`src/sv/oaht_pkg.sv`:
```
// Package for the open-addressing hash table: slot layout, mark, operation
// and status codes, sequencer state type and fixed field widths.
// No dependencies.
`timescale 1ns / 1ps

package oaht_pkg;

	localparam int KEY_W   = 32;
	localparam int HASH_W  = 32;
	localparam int VAL_W   = 64;
	localparam int LIMIT_W = 7;

	// hash bits folded into the remainder per cycle
	localparam int MOD_STEP  = 4;
	localparam int MOD_ITERS = HASH_W / MOD_STEP;

	localparam logic [LIMIT_W-1:0] LIMIT_RESET = 7'd48;

	// operation codes
	localparam logic [1:0] OP_GET    = 2'd0;
	localparam logic [1:0] OP_SET    = 2'd1;
	localparam logic [1:0] OP_REMOVE = 2'd2;

	// status codes
	localparam logic [1:0] STAT_OK     = 2'd0;
	localparam logic [1:0] STAT_ABSENT = 2'd1;
	localparam logic [1:0] STAT_FULL   = 2'd2;

	// slot marks; the unused code reads as a tombstone
	localparam logic [1:0] MARK_EMPTY = 2'd0;
	localparam logic [1:0] MARK_USED  = 2'd1;
	localparam logic [1:0] MARK_TOMB  = 2'd2;

	typedef struct packed {
		logic [1:0]       mark;
		logic [KEY_W-1:0] key;
		logic [VAL_W-1:0] value;
	} slot_t;

	typedef enum logic [2:0] {
		ST_CLEAR,
		ST_IDLE,
		ST_MOD,
		ST_FETCH,
		ST_PROBE
	} seq_state_t;

endpackage

```
`src/sv/oaht_mod.sv`:
```
// Serial remainder unit: key_hash modulo CAPACITY, MOD_STEP hash bits per cycle
// by shift, compare and subtract. Depends on oaht_pkg.
`timescale 1ns / 1ps

module oaht_mod
	import oaht_pkg::*;
#(
	parameter int CAPACITY = 64
) (
	input  logic                        clk,
	input  logic                        arst_n,
	input  logic                        load,
	input  logic [HASH_W-1:0]           hash,
	output logic                        done,
	output logic [$clog2(CAPACITY)-1:0] rem
);

	localparam int IDX_W = $clog2(CAPACITY);
	localparam int CNT_W = $clog2(MOD_ITERS);
	localparam logic [IDX_W:0] CAP_V = (IDX_W + 1)'(CAPACITY);
	localparam logic [CNT_W-1:0] CNT_LAST = CNT_W'(MOD_ITERS - 1);

	logic [HASH_W-1:0] hash_q;
	logic [IDX_W-1:0]  rem_q;
	logic [CNT_W-1:0]  cnt_q;
	logic              run_q;
	logic              done_q;
	logic [HASH_W-1:0] hash_nx;
	logic [IDX_W-1:0]  rem_nx;

	// fold MOD_STEP hash bits into the running remainder
	always_comb begin
		logic [IDX_W:0] wide;
		hash_nx = hash_q;
		rem_nx  = rem_q;
		for (int i = 0; i < MOD_STEP; i++) begin
			wide    = {rem_nx, hash_nx[HASH_W-1]};
			hash_nx = {hash_nx[HASH_W-2:0], 1'b0};
			if (wide >= CAP_V) begin
				wide = wide - CAP_V;
			end
			rem_nx = wide[IDX_W-1:0];
		end
	end

	// iteration control
	always_ff @(posedge clk or negedge arst_n) begin
		if (!arst_n) begin
			cnt_q  <= '0;
			run_q  <= 1'b0;
			done_q <= 1'b0;
		end else if (load) begin
			cnt_q  <= '0;
			run_q  <= 1'b1;
			done_q <= 1'b0;
		end else if (run_q) begin
			cnt_q  <= cnt_q + 1'b1;
			run_q  <= (cnt_q != CNT_LAST);
			done_q <= (cnt_q == CNT_LAST);
		end else begin
			done_q <= 1'b0;
		end
	end

	// operand and remainder
	always_ff @(posedge clk) begin
		if (load) begin
			hash_q <= hash;
			rem_q  <= '0;
		end else if (run_q) begin
			hash_q <= hash_nx;
			rem_q  <= rem_nx;
		end
	end

	assign done = done_q;
	assign rem  = rem_q;

endmodule

```
`config.mk`:
```
export PLATFORM = sky130hd
export DESIGN_NAME = oaht_mod
export DESIGN_NICKNAME = d
export VERILOG_FILES = /design/src/sv/oaht_pkg.sv /design/src/sv/oaht_mod.sv
export SDC_FILE = /design/constraint.sdc
export NUM_CORES = 1
export LEC_CHECK = 0
export BUFFER_PORTS_ARGS = -buffer_cell sky130_fd_sc_hd__buf_4
export CAP_MARGIN = 15
export CORE_MARGIN = 5
export CORE_UTILIZATION = 53
export DETAILED_ROUTE_END_ITERATION = 10
export PLACE_DENSITY = 0.78
export REMOVE_ABC_BUFFERS = 1
export SLEW_MARGIN = 20
export SYNTH_ARGS = -nofsm -noshare
export SYNTH_HDL_FRONTEND = slang
export SYNTH_SLANG_ARGS = --single-unit
```
`constraint.sdc`:
```
create_clock -name clk -period 2.2 [get_ports clk]
set_clock_uncertainty 0.15 [all_clocks]
set_input_delay 0.44 -clock clk [delete_from_list [all_inputs] [get_ports clk]]
set_output_delay 0.44 -clock clk [all_outputs]
set_load 0.01 [all_outputs]
```
======== Word level (Yosys, flattened, before mapping) ========
Cells that the tools add are included.
storage, ports and cells
  bits in registers ....................... 43
  input bits .............................. 35
  output and inout port bits .............. 7
  word-level logic and storage cells ...... 29
operators by class
  add/sub/neg operators ................... 5
  $lt $le $gt $ge ......................... 4
  eq/ne operators ......................... 2
  muxes and demuxes ....................... 12
  reduce and logical (&&, ||, !) cells .... 1
operators with widths
  cell                 count
  $mux 32              2
  $ge 7x7->1 const B   4
  $mux 6               4
  $sub 6x1->6 const B  4
  $mux 3               2
  $mux 1               4
  $add 3x1->3 const B  1
  $eq 3x3->1 const B   1
  $ne 3x3->1 const B   1
  $reduce_bool 2->1    1

======== Depth between registers and ports, before layout ========
  depth in word-level cells ............... 8
  depth in mapped cells ................... 4
  depth with buffers taken out ............ 4

======== Worst setup path after synthesis ========
OpenSTA, ideal clock, no wires.
  path type ............................... input-to-reg
  start point ............................. input port load
  end point ............................... register hash_q[0] (enable)
  setup time .............................. 375 ps
  arrival time ............................ 1,171 ps
  slack ................................... 505 ps
  stages on the path ...................... 3
  path buffers ............................ 2
  cells stage by stage .................... buf_6 buf_6 or2_2
between the ends
  cells in the longest elaborated chain, start to end .. 1
RTL lines
  what                         RTL line        source
  start, declared              oaht_mod.sv:12  input logic load,
  $reduce_bool 2->1 (no line)  --
  end signal, assigned         oaht_mod.sv:68  hash_q <= hash;
  end signal, assigned         oaht_mod.sv:71  hash_q <= hash_nx;
  end, declared                oaht_mod.sv:23  logic [HASH_W-1:0] hash_q;
No other way between the ends.
A chain may end at the register's enable or synchronous reset.

======== Final worst setup path ========
  start point ............................. register run_q
  end point ............................... register hash_q[6] (enable)
between the ends
  cells in the longest elaborated chain, start to end .. 1
RTL lines
  what                         RTL line        source
  start, declared              oaht_mod.sv:26  logic run_q;
  start signal, assigned       oaht_mod.sv:58  run_q <= (cnt_q != CNT_LAST);
  $reduce_bool 2->1 (no line)  --
No other way between the ends.

==> flow_summary_export.csv <==
group,metric,value,unit
run_status,status,"complete, no violations",
yosys,synth_top_cells_by_count,"edfxtp_1 (32), mux2_4 (24), nor2_1 (9)",
placement,place.gp.congestion,0.640,
power,peakVddDrop,0.395,mV
power,p_seq_share,57.7,%
global_route,gr-total-overflow,0,
sta,setup_violations,0,
global_route,grt_antenna_before_repair,0,
die,core_region_area,3390,µm²
worst_setup_path,cp-start-kind,"register",
yosys,synth_async_sr_flop_share,11.6,%
worst_setup_path,path_cells,"or2_2",
clock_network,cts_num_sinks,43,
clock_network,cts_setup_buffers,0,
min_path,hp-class,"in2reg",
power,p_sw,338,µW
yosys,yosysTopAreaCell,"edfxtp_1",
die,die-area,4850,µm²
yosys,synth_top_family_by_area,"multiplexers",
global_route,first_global_vias,1049,
clock_network,cts-root-buf,"clkbuf_4",
worst_setup_path,critical-path-top-delay-family,"simple AND/OR/NAND/NOR gates",
worst_setup_path,r2r_setup_slack,0.66,ns
yosys,synth.area.mux_share,25.8,%
sta,max_freq,651,MHz
route,viasPerCell,5.04,
worst_setup_path,path_max_fanout,32,
min_path,holdPathStages,2,
global_route,grt_usage,13.7,%
placement,place_area,2200,µm²
sta,finalHoldViolCount,0,
sta,slew_violations,0,
clock_network,clock_latency,0.35,ns
clock_network,clockBufferDepth,2,
sta,finalSetupTns,0,ns
clock_network,cts_htree_levels,2,
worst_setup_path,cp-end-kind,"register",
die,rows,21,
route,wl_per_cell,15.1,µm
yosys,syn_avg_cell_area,17.9,µm²
worst_setup_path,crit_type,"reg2reg",
sta,post-route-period-util,69.8,%
clock_network,path_clk_slew,0.12,ns
final_layout,fillers,235,
route,drt_iter0_drc,52,
global_route,grt_pass1_wl,5130,µm
worst_setup_path,required,2.04,ns
power,p_sw_share,20.0,%
min_path,whs_endpoint,"hash_q[0]$_SDFFCE_PN0P_",
worst_setup_path,critPathMaxStageDelay,0.61,ns
min_path,hold_start,"hash[0]",
route,num_vias,997,
final_layout,fin_area,2290,µm²
yosys,synth_xor_area_share,0.465,%
power,p_comb_share,11.6,%
power,p_int,1350,µW
yosys,synth_fa_ha_area_share,1.33,%
yosys,syn_inst,105,
clock_network,numCtsBuffers,5,
yosys,synth.distinct_cells,18,
sta,period_needed,1.54,ns
sta,worstMarginPinSlew,0.736,ns
route,drtAntennaViolNets,0,
yosys,yosysTopAreaCellShare,51.0,%
final_layout,area_growth,21.7,%
final_layout,nets,188,
die,die_w,69.6,µm
yosys,synthSimpleGateAreaFrac,3.85,%
yosys,synth_edf_count,32,
yosys,synth_compound_area_share,0.398,%
route,totalWireLength,2990,µm
final_layout,layout-drive-gt1-share,53.3,%
clock_network,cts_tree,"done",
clock_network,cts_resized,0,
placement,dpl.hpwl,2120,µm
yosys,synth_most_common_cell,"edfxtp_1",
yosys,synth_area_leaders,"edfxtp_1 (51%), mux2_4 (19%), dfrtp_1 (6.6%)",
worst_setup_path,r2r_start,"run_q$_DFF_PN0_",
final_layout,antennaDiodeCount,0,
worst_setup_path,critPathSlowestCell,"or2_2",
route,remaining_drc_errors,0,
worst_setup_path,r2r_cells,1,
yosys,ys_ff_latch,43,
yosys,synth.cell_area,1880,µm²
power,p_leak,0.00107,µW
die,io_pins,42,
global_route,grt_max_degree,33,
worst_setup_path,critPathArrivalTime,1.38,ns
clock_network,holdBufCountCts,1,
die,start_util,55.6,%
run,cap_violations,0,
worst_setup_path,crit_buf_inv,0,
worst_setup_path,r2r_end,"hash_q[6]$_DFFE_PP_",
sta,rsz0062_at_grt,"no",
power,powerDensity,738,nW/µm²
yosys,yosys_warnings,0,
yosys,synth_flop_cell,"edfxtp_1",
power,clockPowerShare,30.8,%
route,firstDrtPassIters,4,
yosys,synth-seq-area-share,64.0,%
placement,portBuffers,41,
sta,relSlewSlack,50.9,%
die,die_y,69.6,µm
## cell type report
| cell class | count | area [µm²] | area share, % |
|---|---|---|---|
| well taps | 46 | 57.6 | 2.51 |
| flip-flops and latches | 43 | 1210 | 52.6 |
| inverters | 1 | 3.75 | 0.164 |
| repair buffers | 45 | 340 | 14.8 |
| clock inverters | 2 | 35.0 | 1.53 |
| multi-input cells | 55 | 599 | 26.1 |
| clock buffers | 6 | 51.3 | 2.24 |
## per-layer routing
metal	vias to the layer above	part of all wire [%]	GRT usage, %
li1	475	-	-
met1	482	42	17.3
met2	33	49	21.3
met3	7	7.1	5.51
met4	0	1.6	5.11
met5	-	0	0
## how the worst max path moves through the flow
stage,start,to,slack (ns),cells after the start
after global routing,run_q$_DFF_PN0_,hash_q[23]$_DFFE_PP_,0.59,1
after global placement,load,hash_q[18]$_DFFE_PP_,0.56,3
after floorplan,run_q$_DFF_PN0_,hash_q[0]$_SDFFCE_PN0P_,0.53,1
after CTS,run_q$_DFF_PN0_,hash_q[10]$_DFFE_PP_,0.64,1
after detailed placement,load,hash_q[30]$_DFFE_PP_,0.53,2
final,run_q$_DFF_PN0_,hash_q[6]$_DFFE_PP_,0.66,1
## registers in the layout, summed over array words and instances, names as in the netlist
signal	flops
done	1
run_q	1
rem	6
cnt_q	3
hash_q	32
## power groups by stage
stage               Clock, µW  Sequential (µW)  Combinational [µW]
floorplan                   0              990                 100
global placement            0              989                 188
detailed placement          0              994                 198
CTS                       530              977                 200
global route              573              985                 214
finish                    520              976                 196
## layout by cell type, fill, tap and decap left out, drive strengths merged
master       instances
mux2                28
mux2i                8
dlygate4sd3          1
edfxtp              32
dfxtp                6
ha                   2
clkinv               1
nor2                 9
clkbuf               6
a21o                 1
or2                  1
inv                  1
xnor2                1
buf                 44
nor3b                1
and2                 4
dfrtp                5
bufinv               1
## per-stage QoR
step                      power, µW  hold WS, ns  std cells  util, %  worst slack (ns)
after floorplan                1090     -0.00559         99        -             0.535
after global placement         1180       0.0928        189     64.8             0.563
after detailed placement       1190       0.0986        189     64.8             0.526
after CTS                      1710        0.194        198     67.7             0.644
after global routing           1770        0.182        198     67.7             0.586
final                          1690        0.208        198     67.7             0.665
## cells by family after synthesis
| kind of cell | after synthesis |
|---|---|
| buffers and inverters | 7 |
| adders and majority gates | 2 |
| DFF | 43 |
| muxes | 36 |
| xor gates and xnor gates | 1 |
| AOI/OAI and AO/OA | 1 |
| and+or+nand+nor | 15 |
Power figures use the tool's default switching activity.
